## config.mk

```make
export PLATFORM = sky130hd
export DESIGN_NAME = pcd_cmd_fifo
export DESIGN_NICKNAME = d
export VERILOG_FILES = /design/src/sv/pcd_pkg.sv /design/src/sv/pcd_cmd_fifo.sv
export SDC_FILE = /design/constraint.sdc
export NUM_CORES = 1
export LEC_CHECK = 0
export CAP_MARGIN = 10
export CORE_UTILIZATION = 55
export CTS_BUF_LIST = sky130_fd_sc_hd__clkbuf_4
export CTS_CLUSTER_DIAMETER = 60
export DETAILED_ROUTE_END_ITERATION = 10
export DONT_BUFFER_PORTS = 1
export HOLD_SLACK_MARGIN = 0.1
export PLACE_DENSITY = 0.66
export SLEW_MARGIN = 20
export SYNTH_ARGS = -nofsm -noshare
export SYNTH_HDL_FRONTEND = slang
export SYNTH_SLANG_ARGS = --single-unit
```

## constraint.sdc

```tcl
create_clock -name clk -period 9.6 [get_ports clk]
set_input_delay 0.48 -clock clk [delete_from_list [all_inputs] [get_ports clk]]
set_output_delay 0.48 -clock clk [all_outputs]
set_load 0.03 [all_outputs]
```

## src/sv/pcd_pkg.sv

```systemverilog
`timescale 1ns / 1ps
package pcd_pkg;

    // Table geometry
    localparam int MAX_LEN     = 16;
    localparam int NUM_SYMBOLS = 256;
    localparam int OFFS_DEPTH  = MAX_LEN + 2;
    localparam int WIN_W       = 64;

    // Request codes on the input queue
    localparam logic [1:0] REQ_DECODE      = 2'd0;
    localparam logic [1:0] REQ_LOAD_ENTRY  = 2'd1;
    localparam logic [1:0] REQ_LOAD_OFFSET = 2'd2;

    typedef enum logic [1:0] {
        CMD_DECODE,
        CMD_LOAD_ENTRY,
        CMD_LOAD_OFFSET
    } cmd_kind_t;

    // One classified command passed from the front to the back
    typedef struct packed {
        cmd_kind_t    kind;
        logic [63:0]  bits;
        logic [6:0]   wlen;
        logic [7:0]   idx;
        logic [15:0]  codeword;
        logic [7:0]   sym;
        logic [4:0]   level;
        logic [8:0]   offset;
    } cmd_t;

    typedef enum logic [2:0] {
        ST_IDLE,
        ST_OFFS,
        ST_CHK,
        ST_LOW,
        ST_HIGH,
        ST_BS,
        ST_CMP
    } state_t;

endpackage

```

## src/sv/pcd_cmd_fifo.sv

```systemverilog
`timescale 1ns / 1ps
module pcd_cmd_fifo (
    input  logic               clk,
    input  logic               rst_n,
    input  logic               wr_en,
    input  pcd_pkg::cmd_t      wr_data,
    output logic               full,
    input  logic               rd_en,
    output logic               empty,
    output pcd_pkg::cmd_t      rd_data
);
    import pcd_pkg::*;

    cmd_t       slot_reg [2];
    logic       wptr_reg;
    logic       wptr_next;
    logic       rptr_reg;
    logic       rptr_next;
    logic [1:0] count_reg;
    logic [1:0] count_next;

    assign full    = (count_reg == 2'd2);
    assign empty   = (count_reg == 2'd0);
    assign rd_data = slot_reg[rptr_reg];

    // Pointer and count update.
    always_comb
    begin
        wptr_next  = wptr_reg ^ wr_en;
        rptr_next  = rptr_reg ^ rd_en;
        count_next = count_reg + 2'(wr_en) - 2'(rd_en);
    end

    always_ff @(posedge clk or negedge rst_n)
    begin
        if (!rst_n)
        begin
            wptr_reg  <= 1'b0;
            rptr_reg  <= 1'b0;
            count_reg <= 2'd0;
        end
        else
        begin
            wptr_reg  <= wptr_next;
            rptr_reg  <= rptr_next;
            count_reg <= count_next;
        end
    end

    // Storage for the two queued commands.
    always_ff @(posedge clk)
    begin
        if (wr_en)
        begin
            slot_reg[wptr_reg] <= wr_data;
        end
    end

endmodule

```

==> flow_summary.toml, run 1 <==
[detailed_routing]
drc = 0
avgViaCountPerCell = 5.17
dr.pass1.iters = 4
drt-total-wl_mm = 15.9
vias = 4206
ant_nets = 0
wl_per_cell_um = 19.5
first_iter_violations = 233

[floorplan]
die_y_um = 129
die_x_um = 129
start_util = 0.572
rows = 45
core_um2 = 15400
die_area_um2 = 16600
io_pins = 244

[clocking]
path_clk_slew_ps = 60
post_cts_resized = 0
postCtsSetupRepairBufs = 0
postCtsHoldBufs = 123
root_buffer = "clkbuf_4"
numClockSinks = 242
htree_levels = 2
worstSkewPairLatency_ps = 620
clockBufferDepth = 3
cts_tree = "yes"
cts_buffers = 56

[setup_path]
cpPeakStageDelay_ps = 920
crit_arrival_ps = 2860
path_cells = "buf_4, mux2_2"
cp_max_fo = 63
worstSetupEndpointType = "output pin"
worst_path_max_delay_cell = "dfrtp_4"
regToRegSetupSlack_ps = 7190
reg2regPathDepth = 3
reg2reg_to = "slot_reg[0][104]"
crit_required_ps = 9120
rr_startpoint = "wptr_reg"
setup.worst_path.start_class = "flip-flop"
path_class = "reg -> out"

[sta]
tightestPinTransition_ps = 885
layout_min_cycle_time_ps = 3340
setup_viol_count_final = 0
fmax_ghz = 0.300
fin_skew_ps = 15.1
timing.final.crit_share = 0.348
slew_headroom = 0.410
finalMaxSlewViolations = 0
rsz0062_at_grt = "no"
hold_ws_ps = 254
tns_ps = 0
hold_viol_final = 0

[hold_path]
min_path_cells = 2
hp-start = "rd_en"
hold_class = "in -> reg"
whs_endpoint = "count_reg[1]"

[synth]
synth_top_family_by_area = "multiplexers"
synth_compound_area_frac = 0
yosysWarnings = 0
synth-xor-area-share = 0.00368
synth_fa_ha_area_frac = 0.00567
yosys.area_share.simple = 0.00113
ys_ff_latch = 242
syn_avg_cell_area_um2 = 22.9
ys_types = 11
syn_nets = 513
netlist_instances = 386
synthMuxAreaShare = 0.152
syn_area_um2 = 8830
ys_seq_area_frac = 0.821

[cells_and_area]
fin_nets = 684
drive_above_1_share = 0.363
area_growth_pct = 24.3
layout_commonest_cell = "edfxtp_1"
mostFrequentLayoutCells = "edfxtp_1, dlygate4sd3_1, mux2_2"
largest_reg_flops = 238

[placed_design]
dp_hpwl_mm = 9.03
io_buffers = 0
place_congestion = 0.695

[grt]
overflow = 0
grt_pass1_wl_mm = 23.2
grt_pass1_vias = 4517
grt_usage = 0.189
grt_max_degree = 65
antenna_found_initial = 1

[outcome]
status = "completed"

[power_and_ir_drop]
power.leakage_nw = 3.79
p_per_area_nw_per_um2 = 303
ir_worst_vdd_mv = 0.213

[job]
maxCapViolCount = 0
==> critical path: cells and delay by family, from the launching register on <==
family | cells | cell delay (ps)
mux | 1 | 510
flops | 1 | 920
buf+inv | 1 | 750
==> stage by stage <==
stage                     utilization  area (µm²)  setup slack (ps)  power [mW]  std cells
after floorplan                     -        8830              5830        2.43        386
after global placement          0.584        9010              6920        2.49        587
after detailed placement        0.584        9010              6870        2.51        587
after CTS                       0.711       11000              6160        3.35        812
after global routing            0.711       11000              6040        3.46        813
final                           0.711       11000              6260        3.32        813
==> synthesized netlist by cell type (all sizes together) <==
cell type / n / area, µm²
inv: 4 / 15.0
nor2b: 1 / 6.26
xor3: 1 / 23.8
dfrtp: 4 / 100
buf: 13 / 134
ha: 4 / 50.1
xor2: 1 / 8.76
edfxtp: 238 / 7150
nor2: 1 / 3.75
mux2: 119 / 1340
==> worst max-delay path by stage <==
stage                  start        endpoint  slack, ps  cells after the start
floorplan              wr_en  slot_reg[0][0]       5830                      1
global placement    rptr_reg     rd_data[16]       6920                      2
detailed placement  rptr_reg     rd_data[21]       6870                      2
CTS                 rptr_reg     rd_data[47]       6160                      2
global route        rptr_reg     rd_data[55]       6040                      2
finish              rptr_reg     rd_data[55]       6260                      2
==> final cells by class <==
type | count | area, µm²
antenna | 1 | 2.50
clock buffer | 91 | 683
clock inverter | 11 | 43.8
fill | 967 | 4460
inverter | 4 | 15.0
multi-input combinational | 127 | 1460
sequential | 242 | 7250
tap | 211 | 264
timing repair buffer | 126 | 1250
==> kinds of logic (layout without fill, tap and decap cells) <==
family	Yosys count	count (layout)
buffers and inverters	17	232
xor gates and xnor gates	2	2
and+or+nand+nor	2	2
DFF	242	242
muxes	119	119
other	0	1
adders and majority gates	4	4
==> report_power, final <==
group,total (mW),switching [mW],internal [mW]
sequential,1.50,0.0929,1.40
combinational,1.03,0.725,0.304
clock,0.793,0.365,0.427
==> layer usage <==
layer / vias to the layer above / part of all wire / track usage
met1: 2073 / 0.37 / 0.202
met3: 28 / 0.087 / 0.0823
li1: 1928 / - / -
met4: 0 / 0.018 / 0.0734
met5: - / 0 / 0
met2: 177 / 0.53 / 0.330
Power figures use the tool's default switching activity.
==> run 2, diff against run 1 <==
- clock period: 9.6 -> 3.2 ns (I/O delays scaled with it)
==> run 2 against run 1 <==
Compared with the run above:
- global-route usage increased by 0.48 points
- clock skew hardly changed
- combinational power rose to 3.1 times the previous value
- critical endpoint is now rd_data[37]
- clock-buffer cell count down 13
- routed wire length increased by 0.55%
- largest power group unchanged
- clock power rose to 2.9 times the previous value
- die area unchanged
- via count is 1.2% higher
- highest routed layer unchanged
- sequential power grew to 3.0 times the previous value
- cell count grew 1.7%
- power grew to 3.0 times the previous value
- critical path type unchanged
==> flow_summary.toml, run 2 (synthesized netlist as in run 1, its figures left out) <==
[power_and_ir_drop]
power.leakage_nw = 3.81
ir_worst_vdd_mv = 0.648
switching_share = 0.363
p_per_area_nw_per_um2 = 900
power_switching_mw = 3.62
pwr-share-clk = 0.228
p_comb_frac = 0.322
intPower_mw = 6.33
power.share.sequential = 0.450

[placed_design]
placed_cells = 592
place_congestion = 0.699
dp_hpwl_mm = 9.47
io_buffers = 0

[cells_and_area]
largest_reg_flops = 238
area_growth_pct = 25.2
mostFrequentLayoutCells = "edfxtp_1, dlygate4sd3_1, mux2_2"
drive_above_1_share = 0.344
final_cells = 827
layout_commonest_cell = "edfxtp_1"
fin_nets = 693

[job]
maxCapViolCount = 0

[setup_path]
setup.worst_path.start_class = "flip-flop"
worstSetupEndpointType = "output pin"
cp_max_fo = 52
crit_arrival_ps = 2420
path_class = "reg -> out"
crit_required_ps = 3040

[sta]
finalMaxSlewViolations = 0
hold_viol_final = 0
fin_skew_ps = 15.1
timing.final.crit_share = 0.807
rsz0062_at_grt = "no"
setup_viol_count_final = 0
tightestPinTransition_ps = 813
slew_headroom = 0.458
tns_ps = 0
layout_min_cycle_time_ps = 2580
fmax_ghz = 0.387

[detailed_routing]
wl_per_cell_um = 19.3
first_iter_violations = 185
vias = 4256
ant_nets = 0
avgViaCountPerCell = 5.15
drc = 0
drt-total-wl_mm = 16.0
dr.pass1.iters = 4

[grt]
overflow = 0
grt_usage = 0.194
grt_pass1_wl_mm = 23.7
grt_pass1_vias = 4680
antenna_found_initial = 1
grt_max_degree = 56

[clocking]
worstSkewPairLatency_ps = 640
cts_tree = "yes"
cts_buffers = 59
htree_levels = 2
path_clk_slew_ps = 70
root_buffer = "clkbuf_4"
clockBufferDepth = 3
postCtsSetupRepairBufs = 0
numClockSinks = 242

[floorplan]
rows = 45
core_um2 = 15400
start_util = 0.572
die_y_um = 129
die_x_um = 129
die_area_um2 = 16600
io_pins = 244

[outcome]
status = "completed"

[hold_path]
hold_class = "in -> reg"
[run 2: repair_timing]
item                                   in CTS  in global routing
hold buffers                              123                  1
gates resized for setup                     0                  0
endpoints found under the hold margin     288                  1
[run 2: final cells by class]
cell class                 instances  area (µm²)
sequential                       242        7250
fill                             980        4380
multi-input combinational        127        1460
timing repair buffer             132        1350
clock buffer                      78         586
tap                              211         264
clock inverter                    31         120
inverter                           4        15.0
antenna                            2        5.00
[run 2: path summary, 6_finish.rpt]
check	cells past startpoint	slack [ps]	to	from
worst max-delay path	2	620	rd_data[37]	rptr_reg
worst min-delay path	1	180	slot_reg[0][112]	wr_data[112]
worst max register to register	2	1420	slot_reg[1][105]	wptr_reg
worst min register to register	1	640	count_reg[1]	count_reg[1]
max in group asynchronous	2	2640	rptr_reg	rst_n
min in group asynchronous	2	360	count_reg[1]	rst_n
[run 2: power by group through the flow]
stage / clock network [mW] / logic, mW / registers [mW]
after detailed placement: 0 / 3.07 / 4.55
after global placement: 0 / 3.04 / 4.52
after global routing: 2.52 / 3.33 / 4.55
final: 2.27 / 3.20 / 4.48
after floorplan: 0 / 2.86 / 4.39
after CTS: 2.34 / 3.22 / 4.48
[run 2: through the flow]
step           total power [mW]  utilization  hold WS (ps)  instance area (µm²)  worst slack [ps]
3_5_place_dp               7.62        0.590          -135                 9100              1250
2_1_floorplan              7.25            -          -136                 8830               790
3_3_place_gp               7.56        0.590          -135                 9100              1280
4_1_cts                    10.1        0.715           106                11000               526
5_1_grt                    10.4        0.716           102                11000               437
6_report                   9.95        0.716           177                11000               618
[run 2: worst max-delay path, cell delays in order (launching register included)]
cell and delay [ps]:
dfrtp_4 890, buf_4 380, mux2_2 470
[run 2: metal layers]
metal,global-route usage,vias up,share of wire
met5,0,-,0
met4,0.0893,0,0.019
met3,0.0819,23,0.089
met2,0.344,184,0.53
met1,0.198,2106,0.36
li1,-,1943,-
