--- config.mk ---
export PLATFORM = sky130hd
export DESIGN_NAME = pcd_front
export DESIGN_NICKNAME = d
export VERILOG_FILES = /design/src/sv/pcd_pkg.sv /design/src/sv/pcd_front.sv
export SDC_FILE = /design/constraint.sdc
export NUM_CORES = 1
export LEC_CHECK = 0
export ABC_AREA = 1
export BUFFER_PORTS_ARGS = -buffer_cell sky130_fd_sc_hd__buf_2
export CORE_AREA = 2 2 93 95
export DETAILED_ROUTE_END_ITERATION = 12
export DIE_AREA = 0 0 95 97
export GPL_TIMING_DRIVEN = 0
export PLACE_DENSITY = 0.57
export SLEW_MARGIN = 40
export SYNTH_ARGS = -nofsm -noshare
export SYNTH_HDL_FRONTEND = slang
export SYNTH_SLANG_ARGS = --single-unit
--- constraint.sdc ---
create_clock -name vclk -period 0.8
set_clock_uncertainty 0.05 [all_clocks]
set_input_delay 0.24 -clock vclk [all_inputs]
set_output_delay 0.24 -clock vclk [all_outputs]
set_load 0.02 [all_outputs]
--- src/sv/pcd_pkg.sv ---
`timescale 1ns / 1ps
package pcd_pkg;

    // Table geometry
    localparam int MAX_LEN     = 16;
    localparam int NUM_SYMBOLS = 256;
    localparam int OFFS_DEPTH  = MAX_LEN + 2;
    localparam int WIN_W       = 64;

    // Request codes on the input queue
    localparam logic [1:0] REQ_DECODE      = 2'd0;
    localparam logic [1:0] REQ_LOAD_ENTRY  = 2'd1;
    localparam logic [1:0] REQ_LOAD_OFFSET = 2'd2;

    typedef enum logic [1:0] {
        CMD_DECODE,
        CMD_LOAD_ENTRY,
        CMD_LOAD_OFFSET
    } cmd_kind_t;

    // One classified command passed from the front to the back
    typedef struct packed {
        cmd_kind_t    kind;
        logic [63:0]  bits;
        logic [6:0]   wlen;
        logic [7:0]   idx;
        logic [15:0]  codeword;
        logic [7:0]   sym;
        logic [4:0]   level;
        logic [8:0]   offset;
    } cmd_t;

    typedef enum logic [2:0] {
        ST_IDLE,
        ST_OFFS,
        ST_CHK,
        ST_LOW,
        ST_HIGH,
        ST_BS,
        ST_CMP
    } state_t;

endpackage

--- src/sv/pcd_front.sv ---
`timescale 1ns / 1ps
module pcd_front (
    input  logic               push,
    input  logic [1:0]         req_type,
    input  logic [63:0]        window_bits,
    input  logic [6:0]         window_len,
    input  logic [7:0]         entry_index,
    input  logic [15:0]        entry_codeword,
    input  logic [7:0]         entry_symbol,
    input  logic [4:0]         offset_level,
    input  logic [8:0]         offset_value,
    input  logic               q_full,
    output logic               q_push,
    output pcd_pkg::cmd_t      q_data
);
    import pcd_pkg::*;

    logic keep;

    // Classify the request and drop those that change nothing.
    always_comb
    begin
        q_data.bits     = window_bits;
        q_data.wlen     = (window_len > 7'(WIN_W)) ? 7'(WIN_W) : window_len;
        q_data.idx      = entry_index;
        q_data.codeword = entry_codeword;
        q_data.sym      = entry_symbol;
        q_data.level    = offset_level;
        q_data.offset   = offset_value;
        q_data.kind     = CMD_DECODE;
        keep            = 1'b0;
        unique case (req_type)
            REQ_DECODE:
            begin
                q_data.kind = CMD_DECODE;
                keep        = 1'b1;
            end
            REQ_LOAD_ENTRY:
            begin
                q_data.kind = CMD_LOAD_ENTRY;
                keep        = 1'b1;
            end
            REQ_LOAD_OFFSET:
            begin
                q_data.kind = CMD_LOAD_OFFSET;
                keep        = (offset_level < 5'(OFFS_DEPTH));
            end
            default:
            begin
                keep = 1'b0;
            end
        endcase
    end

    // A transfer is taken only while the queue has room.
    assign q_push = push && !q_full && keep;

endmodule

==> insert_results.sql, run 1 <==
INSERT INTO impl_metrics (metric_group, metric, value, unit) VALUES
('cells_and_area', 'multiInputGateArea', '198.9', 'um2'),
('timing', 'hold_viol', '0', ''),
('floorplanning', 'die_y', '97', 'um'),
('yosys', 'synth_cell_type_count', '9', ''),
('route', 'viasPerCell', '3.127', ''),
('yosys', 'netlist_top_cells_count', '110 x sky130_fd_sc_hd__buf_4, 6 x sky130_fd_sc_hd__inv_1, 5 x sky130_fd_sc_hd__nor2_1', ''),
('yosys', 'synth_largest_type_area_fraction', '0.8696', ''),
('cells_and_area', 'n_sequential_cell', '0', ''),
('cells_and_area', 'regArea', '0', 'um2'),
('setup_path', 'worstPathRequired', '510', 'ps'),
('worst_hold_path', 'min_path_cells', '2', ''),
('timing', 'layout_worst_path_cycle_share', '1.482', ''),
('cells_and_area', 'syn2layout_area_growth', '120.7', '%'),
('grt', 'grt_usage', '0.05994', ''),
('pwr', 'ir_drop', '209.4', 'uV'),
('yosys', 'synth_top_area_cell', 'sky130_fd_sc_hd__buf_4', ''),
('pwr', 'total_leakage_power', '1.239', 'nW'),
('grt', 'global_route_congestion_overflow_total', '0', ''),
('placed_design', 'detailed_place_hpwl', '3217', 'um'),
('setup_path', 'worst-path-max-fanout', '4', ''),
('grt', 'first_global_vias', '1094', ''),
('pwr', 'power_density', '668.0', 'nW/um2'),
('route', 'num_vias', '1179', ''),
('route', 'final_antenna_net_count', '0', ''),
('cells_and_area', 'fin_area', '2096', 'um2'),
('timing', 'rsz0062_at_grt', 'yes', ''),
('setup_path', 'worst_setup_path_end_kind', 'output port', ''),
('timing', 'timing.fmax', '843.2', 'MHz'),
('floorplanning', 'initial_utilization', '0.1168', ''),
('worst_hold_path', 'worst_hold_path.endpoint', 'q_data[22]', ''),
('yosys', 'netlist_area', '949.7', 'um2'),
('cells_and_area', 'clock_buffer_count', '0', ''),
('setup_path', 'cp-start-kind', 'input port', ''),
('floorplanning', 'io_pins', '241', ''),
('timing', 'slew_headroom', '0.8966', ''),
('timing', 'min_period', '1186', 'ps'),
('yosys', 'ys_top_cells_by_area', 'sky130_fd_sc_hd__buf_4 87%, sky130_fd_sc_hd__a21boi_1 3.2%, sky130_fd_sc_hd__inv_1 2.4%', ''),
('worst_hold_path', 'worst_hold_startpoint', 'entry_codeword[0]', ''),
('run_status', 'outcome', 'complete, but fails checks', ''),
('timing', 'fin_ws', '-386.0', 'ps'),
('floorplanning', 'floorplan_core_area', '8134', 'um2'),
('job', 'drv_cap', '0', ''),
('grt', 'grt_first_pass_wirelength', '4588', 'um'),
('yosys', 'synth.most_common_cell', 'sky130_fd_sc_hd__buf_4', ''),
('cells_and_area', 'fraction_of_final_layout_cells_with_drive_strength_greater_than_1', '0.9706', ''),
('yosys', 'syn_area_per_cell', '7.035', 'um2'),
('timing', 'tightestPinTransition', '155.1', 'ps'),
('yosys', 'synth_sequential_area_ratio', '0', ''),
('floorplanning', 'row_count', '33', ''),
('route', 'postRouteWirelength', '3544', 'um'),
('route', 'drt_iter0_markers', '5', ''),
('placed_design', 'numPortBuffers', '135', ''),
('setup_path', 'worst-endpoint-arrival', '900', 'ps'),
('yosys', 'gate_count_after_technology_mapping', '135', ''),
('route', 'drt_first_pass_iters', '4', ''),
('placed_design', 'placement.cell_area', '1838', 'um2'),
('worst_hold_path', 'worst_hold_path_type', 'input port to output port', ''),
('yosys', 'synthesized_netlist_net_count', '256', ''),
('cells_and_area', 'fin_util', '0.2577', ''),
('floorplanning', 'dieWidth', '95', 'um'),
('cells_and_area', 'final_nets', '395', ''),
('route', 'drt-wirelength-per-cell', '9.401', 'um'),
('timing', 'setup_viol_count_final', '14', ''),
('floorplanning', 'die_area', '9215', 'um2'),
('grt', 'initial_antenna_violation_count', '0', ''),
('cells_and_area', 'post_layout_nonfiller_instances', '377', ''),
('placed_design', 'dpl.cell_count', '375', ''),
('route', 'detail_route.drc_violations', '0', ''),
('grt', 'pin_count_of_the_biggest_net_entering_global_routing', '8', ''),
('yosys', 'yosysWarningCount', '0', ''),
('cells_and_area', 'fillers', '864', ''),
('setup_path', 'timing.setup.critical_path_class', 'input port to output port', ''),
('timing', 'hold-worst-slack', '645.2', 'ps'),
('cells_and_area', 'count_of_antenna_diodes_in_the_layout', '0', ''),
('timing', 'max_slew_violations', '0', ''),
('run_status', 'failed_checks', 'setup timing', ''),
('placed_design', 'gpl.final_weighted_congestion', '0.8848', ''),
('timing', 'setup-tns-final', '-2432', 'ps');
-- routing by layer --
| layer | GRT usage | part of all wire |
|---|---|---|
| met5 | 0 | 0 |
| met4 | 0.004459 | 0.0065 |
| met3 | 0.0007788 | 0.11 |
| met2 | 0.1544 | 0.63 |
| met1 | 0.04237 | 0.25 |
-- worst max-delay path by stage --
stage | slack (ps) | to | cells past startpoint | from
2_1_floorplan | -210 | q_data[46] | 3 | window_len[0]
3_3_place_gp | -470 | q_data[46] | 5 | window_len[0]
3_5_place_dp | -480 | q_data[46] | 5 | window_len[0]
4_1_cts | -420 | q_data[47] | 5 | window_len[1]
5_1_grt | -420 | q_data[47] | 5 | window_len[0]
6_report | -390 | q_data[47] | 5 | window_len[0]
-- critical path, cell delays in order --
cell and delay, ps:
sky130_fd_sc_hd__buf_8 100, sky130_fd_sc_hd__nor2_4 110, sky130_fd_sc_hd__nand3_4 150, sky130_fd_sc_hd__a21boi_4 160, sky130_fd_sc_hd__buf_6 130
-- cells by family after synthesis --
logic type      share of synthesized area
simple gates                      0.06588
buf+inv                            0.8972
compound gates                    0.03689
-- power breakdown --
part / internal (mW) / total, mW / leakage [nW] / switching (mW)
sequential: 0 / 0 / 0 / 0
combinational: 0.728 / 1.40 / 1.24 / 0.672
clock: 0 / 0 / 0 / 0
total: 0.728 / 1.40 / 1.24 / 0.672
-- layout by cell type, fill, tap and decap left out --
| cell | instances |
|---|---|
| sky130_fd_sc_hd__a21boi_4 | 4 |
| sky130_fd_sc_hd__a21oi_2 | 1 |
| sky130_fd_sc_hd__buf_12 | 1 |
| sky130_fd_sc_hd__buf_2 | 107 |
| sky130_fd_sc_hd__buf_4 | 110 |
| sky130_fd_sc_hd__buf_6 | 22 |
| sky130_fd_sc_hd__buf_8 | 7 |
| sky130_fd_sc_hd__clkbuf_1 | 1 |
| sky130_fd_sc_hd__inv_1 | 2 |
| sky130_fd_sc_hd__inv_2 | 2 |
| sky130_fd_sc_hd__inv_4 | 2 |
| sky130_fd_sc_hd__nand2_1 | 4 |
| sky130_fd_sc_hd__nand3_4 | 1 |
| sky130_fd_sc_hd__nor2_1 | 1 |
| sky130_fd_sc_hd__nor2_4 | 7 |
-- area by class of cell --
| class | instances | share of cell area |
|---|---|---|
| Multi-Input combinational cell | 18 | 0.09493 |
| Buffer | 110 | 0.3976 |
| Timing Repair Buffer | 138 | 0.4316 |
| Inverter | 6 | 0.01313 |
| Tap cell | 105 | 0.06269 |
-- through the flow --
step | setup WS (ps) | total power [mW]
3_3_place_gp | -466.7 | 1.260
5_1_grt | -422.7 | 1.479
4_1_cts | -423.6 | 1.403
2_1_floorplan | -210.6 | 0.9014
6_report | -386.0 | 1.400
3_5_place_dp | -480.5 | 1.266
-- repair_timing --
| item | in CTS | in global routing |
|---|---|---|
| pin swaps | 10 | 4 |
| setup endpoints to repair | 14 | 15 |
| buffers inserted | 2 | 1 |
| resized for setup | 68 | 5 |
| hold buffers | 0 | 0 |
Note: power is estimated with default switching activity, not from simulation.
==> run 2: changes to the inputs <==
--- a/config.mk
+++ b/config.mk
@@ -5,13 +5,12 @@
 export SDC_FILE = /design/constraint.sdc
 export NUM_CORES = 1
 export LEC_CHECK = 0
-export ABC_AREA = 1
 export BUFFER_PORTS_ARGS = -buffer_cell sky130_fd_sc_hd__buf_2
-export CORE_AREA = 2 2 93 95
+export CORE_AREA = 2 2 94 96
 export DETAILED_ROUTE_END_ITERATION = 12
-export DIE_AREA = 0 0 95 97
+export DIE_AREA = 0 0 96 98
 export GPL_TIMING_DRIVEN = 0
-export PLACE_DENSITY = 0.57
+export PLACE_DENSITY = 0.51
 export SLEW_MARGIN = 40
 export SYNTH_ARGS = -nofsm -noshare
 export SYNTH_HDL_FRONTEND = slang
==> run 2 against run 1 <==
Sequential cell count is the same; the run still ends with setup timing left; combinational power shrank 5%; die area grew 2.1%; utilization shrank 2.6 points.
==> insert_results.sql, run 2 <==
INSERT INTO impl_metrics (metric_group, metric, value, unit) VALUES
('run_status', 'outcome', 'complete, but fails checks', ''),
('run_status', 'failed_checks', 'setup timing', ''),
('setup_path', 'worst_setup_path_end_kind', 'output port', ''),
('timing', 'rsz0062_at_grt', 'yes', ''),
('setup_path', 'worst-endpoint-arrival', '870', 'ps'),
('job', 'drv_cap', '0', ''),
('timing', 'setup-tns-final', '-1415', 'ps'),
('yosys', 'synth.most_common_cell', 'sky130_fd_sc_hd__buf_4', ''),
('timing', 'timing.fmax', '861.7', 'MHz'),
('cells_and_area', 'clock_buffer_count', '0', ''),
('yosys', 'ys_top_cells_by_area', 'sky130_fd_sc_hd__buf_4 91%, sky130_fd_sc_hd__nor2b_1 4.8%, sky130_fd_sc_hd__nor4_2 1.4%', ''),
('cells_and_area', 'syn2layout_area_growth', '114.5', '%'),
('route', 'postRouteWirelength', '3374', 'um'),
('cells_and_area', 'n_sequential_cell', '0', ''),
('cells_and_area', 'multiInputGateArea', '141.4', 'um2'),
('setup_path', 'crit_path_top_delay_cell', 'sky130_fd_sc_hd__nor4_4', ''),
('yosys', 'synth_sequential_area_ratio', '0', ''),
('cells_and_area', 'count_of_antenna_diodes_in_the_layout', '0', ''),
('timing', 'fin_ws', '-360.5', 'ps'),
('yosys', 'synth_cell_type_count', '8', ''),
('grt', 'grt_usage', '0.05308', ''),
('placed_design', 'placement.cell_area', '1750', 'um2'),
('pwr', 'total_leakage_power', '1.196', 'nW'),
('setup_path', 'timing.setup.critical_path_class', 'input port to output port', ''),
('floorplanning', 'row_count', '34', ''),
('timing', 'slew_headroom', '0.8813', ''),
('cells_and_area', 'fraction_of_final_layout_cells_with_drive_strength_greater_than_1', '0.9845', ''),
('yosys', 'netlist_area', '912.1', 'um2'),
('floorplanning', 'die_y', '98', 'um'),
('timing', 'hold_viol', '0', ''),
('yosys', 'netlist_top_cells_count', '110 x sky130_fd_sc_hd__buf_4, 7 x sky130_fd_sc_hd__nor2b_1', ''),
('grt', 'global_route_congestion_overflow_total', '0', ''),
('yosys', 'syn_area_per_cell', '7.416', 'um2'),
('pwr', 'ir_drop', '220.5', 'uV'),
('placed_design', 'gpl.final_weighted_congestion', '0.7554', ''),
('setup_path', 'worstPathRequired', '510', 'ps'),
('cells_and_area', 'mostFrequentLayoutCell', 'sky130_fd_sc_hd__buf_2', ''),
('floorplanning', 'initial_utilization', '0.1077', ''),
('yosys', 'synth_top_area_cell', 'sky130_fd_sc_hd__buf_4', ''),
('route', 'viasPerCell', '3.093', ''),
('route', 'drt-wirelength-per-cell', '9.219', 'um'),
('setup_path', 'cp-start-kind', 'input port', ''),
('setup_path', 'cp_cell_sequence', 'buf_8 > nor4_4 > o211a_1 > buf_6', ''),
('setup_path', 'cp_slowest_stage_delay', '240', 'ps'),
('route', 'detail_route.drc_violations', '0', ''),
('timing', 'max_slew_violations', '0', ''),
('floorplanning', 'io_pins', '241', ''),
('cells_and_area', 'final_nets', '381', ''),
('setup_path', 'crit_buf_inv', '2', ''),
('clocking', 'cts_post_setup_buffers_inserted', '0', ''),
('route', 'drt_first_pass_iters', '3', ''),
('floorplanning', 'die_area', '9408', 'um2'),
('worst_hold_path', 'worst_hold_path_type', 'input port to output port', ''),
('route', 'final_antenna_net_count', '0', ''),
('setup_path', 'critPathTopFamily', 'simple AND/OR/NAND/NOR gates', ''),
('setup_path', 'worst-path-max-fanout', '2', ''),
('grt', 'pin_count_of_the_biggest_net_entering_global_routing', '8', ''),
('placed_design', 'detailed_place_hpwl', '3138', 'um'),
('placed_design', 'numPortBuffers', '135', ''),
('timing', 'setup_viol_count_final', '14', ''),
('cells_and_area', 'final_cell_mix', '112 x sky130_fd_sc_hd__buf_2, 109 x sky130_fd_sc_hd__buf_4, 19 x sky130_fd_sc_hd__buf_6, 7 x sky130_fd_sc_hd__nor2b_4, 4 x sky130_fd_sc_hd__buf_8', ''),
('cells_and_area', 'regArea', '0', 'um2'),
('floorplanning', 'floorplan_core_area', '8466', 'um2'),
('route', 'num_vias', '1132', ''),
('pwr', 'power_density', '677.3', 'nW/um2'),
('grt', 'first_global_vias', '979', ''),
('timing', 'min_period', '1161', 'ps'),
('floorplanning', 'dieWidth', '96', 'um'),
('yosys', 'synth_largest_type_area_fraction', '0.9053', ''),
('grt', 'initial_antenna_violation_count', '0', ''),
('cells_and_area', 'fin_area', '1957', 'um2'),
('cells_and_area', 'fillers', '914', ''),
('grt', 'grt_first_pass_wirelength', '4153', 'um'),
('timing', 'layout_worst_path_cycle_share', '1.451', ''),
('yosys', 'gate_count_after_technology_mapping', '123', ''),
('yosys', 'yosysWarningCount', '0', ''),
('yosys', 'synthesized_netlist_net_count', '244', ''),
('timing', 'tightestPinTransition', '176.7', 'ps'),
('route', 'drt_iter0_markers', '2', '');
run 2: cell count changes in the layout (fill, tap and decap cells not counted), sizes merged, moves of 2 or more:
cell,delta
nand2,-4
a21boi,-4
nor2,-8
buf,-2
nor2b,+7
inv,-5
run 2: worst paths after layout:
path                 endpoint             from  depth (start not counted)
hold / removal    q_data[100]  window_bits[47]                          2
setup / recovery       q_push  offset_level[2]                          4
run 2: final cells by class:
type | count | area share
well taps | 108 | 0.06905
repair buffers | 135 | 0.4271
inverters | 1 | 0.001918
plain buffers | 111 | 0.4297
multi-input cells | 11 | 0.07225
run 2: timing repair:
| item | 4_1_cts | 5_1_grt |
|---|---|---|
| pin swaps | 2 | 1 |
| endpoints found under the setup margin | 14 | 16 |
| hold buffers | 0 | 0 |
| resized for setup | 53 | 6 |
run 2: cell families after synthesis:
group | synth area share
buf+inv | 0.9136
compound gates | 0.01646
simple gates | 0.06996
run 2: report_power, final:
group / internal (mW) / switching, mW / total [mW]
sequential: 0 / 0 / 0
combinational: 0.690 / 0.636 / 1.33
clock: 0 / 0 / 0
run 2: routing by layer:
layer | vias to the layer above | global-route usage | wire length (um)
met4 | 0 | 0 | 0
met2 | 138 | 0.1309 | 1984
met1 | 462 | 0.04050 | 846
li1 | 532 | - | -
met5 | - | 0 | 0
met3 | 0 | 0.006173 | 544
run 2: metrics by stage:
stage	utilization	setup slack [ps]	cells	total power [mW]	hold WS [ps]
2_1_floorplan	-	-219.0	123	0.8695	476.8
3_3_place_gp	0.2068	-422.7	366	1.217	648.4
5_1_grt	0.2312	-416.6	366	1.404	650.7
4_1_cts	0.2298	-394.8	366	1.332	647.3
3_5_place_dp	0.2068	-424.5	366	1.219	647.5
6_report	0.2312	-360.5	366	1.325	637.3
